## src/design/bba_pkg.sv

```systemverilog
// ----------------------------------------------------------------------------
// bba_pkg
// Shared widths, codes and controller/datapath types of the buddy allocator.
// ----------------------------------------------------------------------------
package bba_pkg;

  localparam int REQ_W   = 16;
  localparam int PTR_W   = 16;
  localparam int OFF_W   = 16;
  localparam int ST_W    = 2;
  localparam int ARENA_W = 5;
  localparam int TOT_W   = 17;
  localparam int CMD_W   = 5;
  localparam int DATA_W  = 32;
  localparam int ADDR_W  = 3;

  localparam logic [ARENA_W-1:0] ARENA_BITS_LOW = 5'd10;

  // register index taken from paddr[2]
  localparam logic REG_ARENA_BITS = 1'b0;

  localparam logic OP_ALLOC = 1'b0;
  localparam logic OP_FREE  = 1'b1;

  localparam logic [ST_W-1:0] ST_DONE   = 2'd0;
  localparam logic [ST_W-1:0] ST_REJECT = 2'd1;
  localparam logic [ST_W-1:0] ST_OOM    = 2'd2;

  localparam logic [CMD_W-1:0] CMD_CLR    = 5'd0;
  localparam logic [CMD_W-1:0] CMD_IDLE   = 5'd1;
  localparam logic [CMD_W-1:0] CMD_ACHK   = 5'd2;
  localparam logic [CMD_W-1:0] CMD_TAKE   = 5'd3;
  localparam logic [CMD_W-1:0] CMD_POP    = 5'd4;
  localparam logic [CMD_W-1:0] CMD_SPLIT  = 5'd5;
  localparam logic [CMD_W-1:0] CMD_MARK   = 5'd6;
  localparam logic [CMD_W-1:0] CMD_FCHK   = 5'd7;
  localparam logic [CMD_W-1:0] CMD_FRD    = 5'd8;
  localparam logic [CMD_W-1:0] CMD_FPUSH  = 5'd9;
  localparam logic [CMD_W-1:0] CMD_CORD   = 5'd10;
  localparam logic [CMD_W-1:0] CMD_CELEM  = 5'd11;
  localparam logic [CMD_W-1:0] CMD_CELEMW = 5'd12;
  localparam logic [CMD_W-1:0] CMD_CSCAN  = 5'd13;
  localparam logic [CMD_W-1:0] CMD_CSCANW = 5'd14;
  localparam logic [CMD_W-1:0] CMD_CFIX1  = 5'd15;
  localparam logic [CMD_W-1:0] CMD_CFIX2  = 5'd16;
  localparam logic [CMD_W-1:0] CMD_CFIX3  = 5'd17;
  localparam logic [CMD_W-1:0] CMD_CFIX4  = 5'd18;
  localparam logic [CMD_W-1:0] CMD_RES    = 5'd19;

  typedef struct packed {
    logic [CMD_W-1:0] op;
  } cmd_t;

  typedef struct packed {
    logic cfg_wr;
    logic in_fire;
    logic in_op;
    logic clr_last;
    logic bad_alloc;
    logic head_hit;
    logic b_zero;
    logic retried;
    logic split_done;
    logic free_null;
    logic free_bad;
    logic meta_used;
    logic e_valid;
    logic t_valid;
    logic t_is_sib;
    logic out_free;
  } stat_t;

endpackage

```

## src/design/bba_ctrl.sv

```systemverilog
// ----------------------------------------------------------------------------
// bba_ctrl
// Sequencer of the allocator: clear, allocate, free and coalescing walk.
// ----------------------------------------------------------------------------
module bba_ctrl (
  input  logic          clk,
  input  logic          rst_n,
  input  bba_pkg::stat_t stat,
  output bba_pkg::cmd_t  cmd
);
  import bba_pkg::*;

  localparam logic [4:0] S_CLR    = 5'd0;
  localparam logic [4:0] S_IDLE   = 5'd1;
  localparam logic [4:0] S_ACHK   = 5'd2;
  localparam logic [4:0] S_TAKE   = 5'd3;
  localparam logic [4:0] S_POP    = 5'd4;
  localparam logic [4:0] S_SPLIT  = 5'd5;
  localparam logic [4:0] S_MARK   = 5'd6;
  localparam logic [4:0] S_FCHK   = 5'd7;
  localparam logic [4:0] S_FRD    = 5'd8;
  localparam logic [4:0] S_FPUSH  = 5'd9;
  localparam logic [4:0] S_CORD   = 5'd10;
  localparam logic [4:0] S_CELEM  = 5'd11;
  localparam logic [4:0] S_CELEMW = 5'd12;
  localparam logic [4:0] S_CSCAN  = 5'd13;
  localparam logic [4:0] S_CSCANW = 5'd14;
  localparam logic [4:0] S_CFIX1  = 5'd15;
  localparam logic [4:0] S_CFIX2  = 5'd16;
  localparam logic [4:0] S_CFIX3  = 5'd17;
  localparam logic [4:0] S_CFIX4  = 5'd18;
  localparam logic [4:0] S_RES    = 5'd19;

  logic [4:0] state_r, state_nxt;

  always_ff @(posedge clk) begin
    if (!rst_n) begin
      state_r <= S_CLR;
    end else begin
      state_r <= state_nxt;
    end
  end

  always_comb begin
    state_nxt = state_r;
    case (state_r)
      S_CLR:    if (stat.clr_last) state_nxt = S_IDLE;
      S_IDLE:   if (stat.in_fire) state_nxt = (stat.in_op == OP_FREE) ? S_FCHK : S_ACHK;
      S_ACHK:   state_nxt = stat.bad_alloc ? S_RES : S_TAKE;
      S_TAKE: begin
        if (stat.head_hit) state_nxt = S_POP;
        else if (stat.b_zero) state_nxt = stat.retried ? S_RES : S_CORD;
      end
      S_POP:    state_nxt = S_SPLIT;
      S_SPLIT:  if (stat.split_done) state_nxt = S_MARK;
      S_MARK:   state_nxt = S_RES;
      S_FCHK:   state_nxt = (stat.free_null || stat.free_bad) ? S_RES : S_FRD;
      S_FRD:    state_nxt = stat.meta_used ? S_FPUSH : S_RES;
      S_FPUSH:  state_nxt = S_RES;
      S_CORD:   state_nxt = stat.b_zero ? S_TAKE : S_CELEM;
      S_CELEM:  state_nxt = stat.e_valid ? S_CELEMW : S_CORD;
      S_CELEMW: state_nxt = stat.meta_used ? S_CELEM : S_CSCAN;
      S_CSCAN:  state_nxt = stat.t_valid ? S_CSCANW : S_CELEM;
      S_CSCANW: state_nxt = stat.t_is_sib ? S_CFIX1 : S_CSCAN;
      S_CFIX1:  state_nxt = S_CFIX2;
      S_CFIX2:  state_nxt = S_CFIX3;
      S_CFIX3:  state_nxt = S_CFIX4;
      S_CFIX4:  state_nxt = S_CELEM;
      S_RES:    if (stat.out_free) state_nxt = S_IDLE;
      default:  state_nxt = S_CLR;
    endcase
    // arena rewrite restarts the clearing pass
    if (stat.cfg_wr) state_nxt = S_CLR;
  end

  always_comb begin
    case (state_r)
      S_CLR:    cmd.op = CMD_CLR;
      S_IDLE:   cmd.op = CMD_IDLE;
      S_ACHK:   cmd.op = CMD_ACHK;
      S_TAKE:   cmd.op = CMD_TAKE;
      S_POP:    cmd.op = CMD_POP;
      S_SPLIT:  cmd.op = CMD_SPLIT;
      S_MARK:   cmd.op = CMD_MARK;
      S_FCHK:   cmd.op = CMD_FCHK;
      S_FRD:    cmd.op = CMD_FRD;
      S_FPUSH:  cmd.op = CMD_FPUSH;
      S_CORD:   cmd.op = CMD_CORD;
      S_CELEM:  cmd.op = CMD_CELEM;
      S_CELEMW: cmd.op = CMD_CELEMW;
      S_CSCAN:  cmd.op = CMD_CSCAN;
      S_CSCANW: cmd.op = CMD_CSCANW;
      S_CFIX1:  cmd.op = CMD_CFIX1;
      S_CFIX2:  cmd.op = CMD_CFIX2;
      S_CFIX3:  cmd.op = CMD_CFIX3;
      S_CFIX4:  cmd.op = CMD_CFIX4;
      S_RES:    cmd.op = CMD_RES;
      default:  cmd.op = CMD_CLR;
    endcase
  end

  a_split_reaches_mark: assert property (@(posedge clk) disable iff (!rst_n)
    (state_r == S_SPLIT && stat.split_done && !stat.cfg_wr) |=> state_r == S_MARK)
    else $error("split finished without marking the block");
  a_idle_after_res: assert property (@(posedge clk) disable iff (!rst_n)
    (state_r == S_RES && stat.out_free && !stat.cfg_wr) |=> state_r == S_IDLE)
    else $error("result handed off but controller not idle");
  a_oom_only_retried: assert property (@(posedge clk) disable iff (!rst_n)
    (state_r == S_TAKE && state_nxt == S_RES) |-> stat.retried)
    else $error("out of memory reported before coalescing");
endmodule

```

## config.mk

```make
export PLATFORM = sky130hd
export DESIGN_NAME = bba_ctrl
export DESIGN_NICKNAME = d
export VERILOG_FILES = /design/src/design/bba_pkg.sv /design/src/design/bba_ctrl.sv
export SDC_FILE = /design/constraint.sdc
export NUM_CORES = 1
export LEC_CHECK = 0
export ABC_AREA = 1
export BUFFER_PORTS_ARGS = -buffer_cell sky130_fd_sc_hd__buf_4
export CORE_AREA = 5 5 51 53
export DETAILED_ROUTE_END_ITERATION = 10
export DIE_AREA = 0 0 56 58
export GPL_TIMING_DRIVEN = 1
export HOLD_SLACK_MARGIN = 0.05
export PLACE_DENSITY = 0.68
export SYNTH_ARGS = -nofsm -noshare
export SYNTH_HDL_FRONTEND = slang
export SYNTH_SLANG_ARGS = --single-unit
```

## constraint.sdc

```tcl
create_clock -name clk -period 2 [get_ports clk]
set_clock_uncertainty 0.15 [all_clocks]
set_input_delay 0.4 -clock clk [delete_from_list [all_inputs] [get_ports clk]]
set_output_delay 0.4 -clock clk [all_outputs]
set_load 0.05 [all_outputs]
```

==> results.txt, run 1 <==
----------------------------------------------------
[Flow run]
  Max cap viols ... 0

[STA]
  Worst-Margin Slew ... 0.409 ns
  Slew HR ... 0.727
  Setup repair after global routing missed its margin ... no
  Total setup violations reported at the end of the flow ... 0
  Upper clock frequency limit ... 0.593 GHz
  Final worst slack ... 0.314 ns
  Post-route clock period utilization ... 0.843
  Final hold vios ... 0
  TNS Setup ... 0 ns
  Pins over their slew limit ... 0
  Time the final worst path needs with I/O delays and setup ... 1.69 ns

[Yosys]
  Yosys synthesis warning count ... 0
  Area of the mapped netlist ... about 900 um2
  Yosys top cell area share ... 0.221
  Post-synthesis cell type with the largest combined area ... dfxtp_1
  Post-synth top cells ... 30 x nand3_1, 23 x nand2_1, 22 x nor2_1
  Cells after Synth ... roughly 140
  Synthesized area per cell ... around 6.3 um2
  Share of async-settable or async-resettable flops after synthesis ... 0
  Most used standard cell by instance count after synthesis ... nand3_1
  Portion of the post-synthesis area used by sequential elements ... 0.221
  Most common flop cell mapped by yosys ... dfxtp_1
  Count of distinct cell types in the synthesized netlist ... 22
  EDFF count, synth ... 0
  Leading post-synthesis cells by cell area ... dfxtp_1 22%, nand3_1 17%, nand2_1 9.5%
  Count of state elements after synthesis ... 10
  Net Count, Synth ... 161

[CTS]
  Post-CTS Repair Setup Buffers ... 0
  CTS root buf ... clkbuf_4
  Post-cts hold buffer count ... 0
  CTS buffer count ... 3
  Clock tree buffer depth ... 2
  Clock transition at the registers of the reported paths ... approximately 0.06 ns
  H-Tree Level Count ... 1
  Clock tree from TritonCTS ... done
  Total clock sinks ... 10
  Resized Gates After CTS ... 0
  Clock latency on the worst-skew pair ... roughly 0.25 ns

[Routing]
  Iter 0 DRT Violations ... 59
  DRT antenna net count ... 0
  DR vias ... between 1000 and 1500
  DR vias/cell ... 5.26
  Routed wire length per instance ... between 10 and 15 um
  Iteration count of the initial detailed-routing pass ... 4
  Total Wirelength ... approximately 2.5 mm
  DR DRC count ... 0

[Global routing]
  Number of antenna violations at the first check in global routing ... 0
  Pin count of the biggest net entering global routing ... 16
  Grt total ovfl ... 0
  First-pass GRT wire length ... roughly 4.4 mm
  GR Util All Layers ... 0.167
  Vias in the first global route ... between 900 and 1000

[Finish]
  Final net count ... around 190
  Ratio of cells with drive above 1 in the final layout ... 0.295
  Antenna fix cells ... 0
  Number of fill cells ... 230
  Synthesis-to-finish area growth ... 23.7%
  Post-route cell area ... 1120 um2

[Placed design]
  IO Port Bufs ... 22
  Gpl congestion ... about 0.94
  Post-place instance area ... 1100 um2
  Sum of net half-perimeters after detailed placement ... 2.04 mm
  Minimum setup slack after placement ... between 0.3 and 0.4 ns

[Worst hold path]
  Worst hold-check path type ... primary input to register

[Pwr]
  Power per standard cell area ... ~440 nW/um2
  Leak ... 0.000558 uW
  Peak ir drop on the vdd network ... approximately 0.00032 V
  Total power ... 494 uW

[Setup path]
  Critical path type ... register to register
  Largest fanout on the critical path ... 9
  Data required time of the critical path ... ~2 ns
  Worst-case register-to-register setup slack ... between 0.3 and 0.4 ns
  WP data arrival ... ~1.7 ns
  Endpoint type of the worst setup path ... register
  Startpoint class of the critical path ... register

[Die]
  Core footprint ... approximately 2100 um2
  Starting density of the core ... 0.430
  Die Area ... between 3000 and 4000 um2
  Row count ... 17
  Height of the chip ... roughly 58 um
  Die Width ... around 56 um
  Total I/O pin count ... 23

[Status]
  Status ... finished clean

----------------------------------------------------
[area by class of cell]
type                    count  area [um2]  share of cell area
clock buffers               3        22.5              0.0201
repair buffers             23         173               0.154
multi-input cells         111         617               0.551
flip-flops and latches     10         200               0.179
well taps                  28        35.0              0.0313
inverters                  19        71.3              0.0638
[critical path, stage by stage (launching register included)]
cell	delay, ns
dfxtp_1	0.50
nand2_2	0.17
nor2_8	0.19
nand3_1	0.15
nand3_1	0.12
nor2_1	0.05
nand3_1	0.09
nand2_1	0.08
a21oi_1	0.12
[metrics by stage]
step	cells	hold WS, ns	utilization
final	194	0.337	0.531
after global routing	194	0.348	0.531
after CTS	194	0.328	0.531
after detailed placement	191	0.491	0.520
after global placement	191	0.525	0.520
after floorplan	143	0.446	-
[cells in the final DEF (no fill, tap or decap)]
master and n:
nand2_1 23, o21ai_1 3, nor2_1 22, nor2_2 2, nand2_2 4, o21ai_4 1, nor2_8 1, nand4_1 7
nand3b_2 2, clkbuf_4 3, inv_2 4, nand3_2 2, nand3_1 30, nor2_4 5, a21oi_1 6, dfxtp_1 10
nand3_4 1, nor4_1 1, inv_1 15, nand4_2 1, buf_4 23
[state kept, by name, indices dropped and copies added, names as in the netlist]
register	flops
cmd	5
state_r	5
[layer usage]
metal  global-route usage  wire (um)  up-vias
met4               0.0508         17        0
met1                0.200       1060      458
met2                0.299       1230       37
met3               0.0356        200        4
met5                    0          0        -
li1                     -          -      522
[cell families (layout without fill, tap and decap cells)]
kind of cell           after synthesis  count (layout)  share of synthesized area
buffers and inverters               22              45                     0.0968
and+or+nand+nor                    101             101                      0.614
DFF                                 10              10                      0.221
AOI/OAI and AO/OA                   10              10                     0.0678
[worst paths after layout]
kind,startpoint,end,cells past startpoint
setup / recovery,state_r[1],cmd[1],8
hold / removal,stat[7],state_r[2],4
setup reg to reg,state_r[1],cmd[1],8
hold reg to reg,state_r[0],state_r[0],2
[where the power goes]
| group | leakage, uW | switching [uW] | total (uW) | internal, uW |
|---|---|---|---|---|
| Sequential | 0.0000811 | 7.90 | 215 | 207 |
| Clock | 0.0000138 | 55.6 | 124 | 68.7 |
| Combinational | 0.000463 | 95.1 | 155 | 59.7 |
(Power assumes the default switching activity.)
==> run 2: changes to the inputs <==
==> constraint.sdc (replaced) <==
create_clock -name clk -period 1.7 [get_ports clk]
set_clock_uncertainty 0.15 [all_clocks]
set_input_delay 0.34 -clock clk [delete_from_list [all_inputs] [get_ports clk]]
set_output_delay 0.34 -clock clk [all_outputs]
set_load 0.05 [all_outputs]
==> run 2 against run 1 <==
- first-iteration DRC count fell by 44%
- critical path type unchanged
- hold slack lost 0.077 ns
- flip-flop and latch count did not move
- sequential share of layout area fell by 1.1 points
- largest cell class unchanged
- die area did not move
- count of clock-buffer cells in the layout up 1
- global-route usage is 0.28 points lower
- clock power up 65%
- utilization rose by 5.4 points
- highest routed layer unchanged
==> results.txt, run 2 (synthesized netlist as in run 1, its figures left out) <==
----------------------------------------------------
[Finish]
  Ratio of cells with drive above 1 in the final layout ... 0.384 (+0.0890)
  Synthesis-to-finish area growth ... 36.2%
  Antenna fix cells ... 0 (unchanged)
  Number of fill cells ... 211 (-8.3%)
  Leading cell type in the layout, fill and taps excluded ... buf_4
  Core Util, Final ... 0.585 (+0.0541)
  Top library cells by usage in the layout, fill and taps aside ... 31 x buf_4, 30 x nand3_1, 23 x nand2_1
  Final net count ... 196 (+5.4%)

[Die]
  Core footprint ... 2110 um2 (unchanged)
  Die Width ... 56 um (unchanged)
  Die Area ... 3250 um2 (unchanged)
  Height of the chip ... 58 um (unchanged)
  Starting density of the core ... 0.430 (unchanged)
  Row count ... 17 (unchanged)
  Total I/O pin count ... 23 (unchanged)

[Routing]
  DR vias/cell ... 5.14 (-2.4%)
  Iter 0 DRT Violations ... 33 (-44%)
  Iteration count of the initial detailed-routing pass ... 4 (unchanged)
  DRT antenna net count ... 0 (unchanged)
  Routed wire length per instance ... 12.4 um (-4.4%)
  Total Wirelength ... 2.53 mm (+1.0%)
  DR vias ... 1053 (+3.1%)
  DR DRC count ... 0 (unchanged)

[CTS]
  Clock latency on the worst-skew pair ... 0.26 ns (about the same)
  Clock tree buffer depth ... 2 (unchanged)
  Post-cts hold buffer count ... 0 (unchanged)
  Total clock sinks ... 10 (unchanged)
  CTS root buf ... clkbuf_4
  Clock tree from TritonCTS ... done
  CTS buffer count ... 3 (unchanged)
  H-Tree Level Count ... 1 (unchanged)
  Clock transition at the registers of the reported paths ... 0.06 ns (about the same)

[Status]
  Status ... finished clean

[STA]
  Final hold vios ... 0 (unchanged)
  Worst-Margin Slew ... 0.304 ns (-0.105 ns)
  TNS Setup ... 0 ns (unchanged)
  Time the final worst path needs with I/O delays and setup ... 1.57 ns (-0.115 ns)
  Pins over their slew limit ... 0 (unchanged)
  Post-route clock period utilization ... 0.924 (+0.0808)
  Upper clock frequency limit ... 0.637 GHz (+7.4%)
  Slew HR ... 0.796 (+0.0686)
  Setup repair after global routing missed its margin ... no
  Total setup violations reported at the end of the flow ... 0 (unchanged)

[Worst hold path]
  Worst hold-check path type ... primary input to register

[Global routing]
  First-pass GRT wire length ... 4.33 mm (-1.4%)
  Vias in the first global route ... 1022 (+6.3%)
  Pin count of the biggest net entering global routing ... 14 (-2)
  GR Util All Layers ... 0.164 (-0.00278)
  Grt total ovfl ... 0 (unchanged)
  Number of antenna violations at the first check in global routing ... 0 (unchanged)

[Setup path]
  WP data arrival ... 1.55 ns (-0.17 ns)
  Largest fanout on the critical path ... 7 (-2)
  Critical path destination ... state_r[1]
  Worst reg2reg endpoint ... state_r[1]
  Critical path type ... register to register
  Launching element of the worst setup path ... state_r[4]
  Data required time of the critical path ... 1.68 ns (-0.35 ns)
  Startpoint class of the critical path ... register
  Worst-case register-to-register setup slack ... 0.13 ns (-0.18 ns)
  Endpoint type of the worst setup path ... register
  Count of cells along the worst register-to-register path ... 8 (unchanged)
  Worst flop-to-flop path startpoint ... state_r[4]

[Pwr]
  Leak ... 0.000621 uW (+11%)
  Peak ir drop on the vdd network ... 0.000552 V (+75%)
  Power per standard cell area ... 537 nW/um2 (+21%)

[Placed design]
  Sum of net half-perimeters after detailed placement ... 2.12 mm (+4.3%)
  Gpl congestion ... 0.937 (-0.32%)
  IO Port Bufs ... 22 (unchanged)

[Flow run]
  Max cap viols ... 0 (unchanged)

----------------------------------------------------
[run 2: cell count changes in the layout (fill, tap and decap cells not counted), sizes merged]
cell / previous run / this run
buf: 23 / 32
clkbuf: 3 / 5
clkinvlp: 0 / 1
inv: 19 / 18
[run 2: final cells by class]
class	instances	area, um2	share of cell area
tap	28	35.0	0.0284
clock buffer	4	36.3	0.0294
multi-input combinational	111	622	0.505
sequential	10	206	0.168
timing repair buffer	33	258	0.209
inverter	19	75.1	0.0609
[run 2: metrics by stage]
stage          setup slack (ns)  hold WS, ns  power (uW)  area [um2]  cells
2_1_floorplan             0.253        0.433         375         905    143
3_3_place_gp             0.0869        0.463         445        1150    197
3_5_place_dp             0.0897        0.480         448        1150    197
4_1_cts                  0.0606        0.255         652        1190    201
5_1_grt                  0.0200        0.278         697        1230    205
6_report                  0.130        0.260         661        1230    205
[run 2: power breakdown]
group / switching [uW] / leakage (uW) / internal [uW]
clock: 75.5 / 0.0000210 / 130
sequential: 9.29 / 0.0000835 / 244
combinational: 119 / 0.000517 / 83.3
[run 2: critical path, stage by stage (launching register included)]
cell and delay (ns):
dfxtp_2 0.36, clkinvlp_4 0.16, clkbuf_2 0.20, nand4_1 0.11, nand3_1 0.10, nor2_1 0.11
nand3_1 0.10, nand2_1 0.09, a21oi_1 0.06
[run 2: worst min-delay path by stage]
| stage | start | to | slack [ns] | cells after the start |
|---|---|---|---|---|
| after floorplan | stat[7] | cmd[2] | 0.43 | 3 |
| after global placement | state_r[1] | cmd[1] | 0.46 | 2 |
| after detailed placement | state_r[1] | cmd[1] | 0.48 | 2 |
| after CTS | stat[7] | cmd[2] | 0.26 | 4 |
| after global routing | stat[7] | cmd[2] | 0.28 | 4 |
| final | stat[7] | state_r[2] | 0.26 | 4 |
[run 2: repair_timing]
action	CTS	global route
hold endpoints to repair	0	0
gates resized for setup	0	8
endpoints found under the setup margin	0	8
setup buffers	0	4
[run 2: metal layers]
metal / track usage / vias to the layer above / part of all wire
met5: 0 / - / 0
li1: - / 541 / -
met3: 0.0334 / 7 / 0.086
met2: 0.290 / 51 / 0.48
met4: 0.0508 / 0 / 0.017
met1: 0.200 / 454 / 0.41
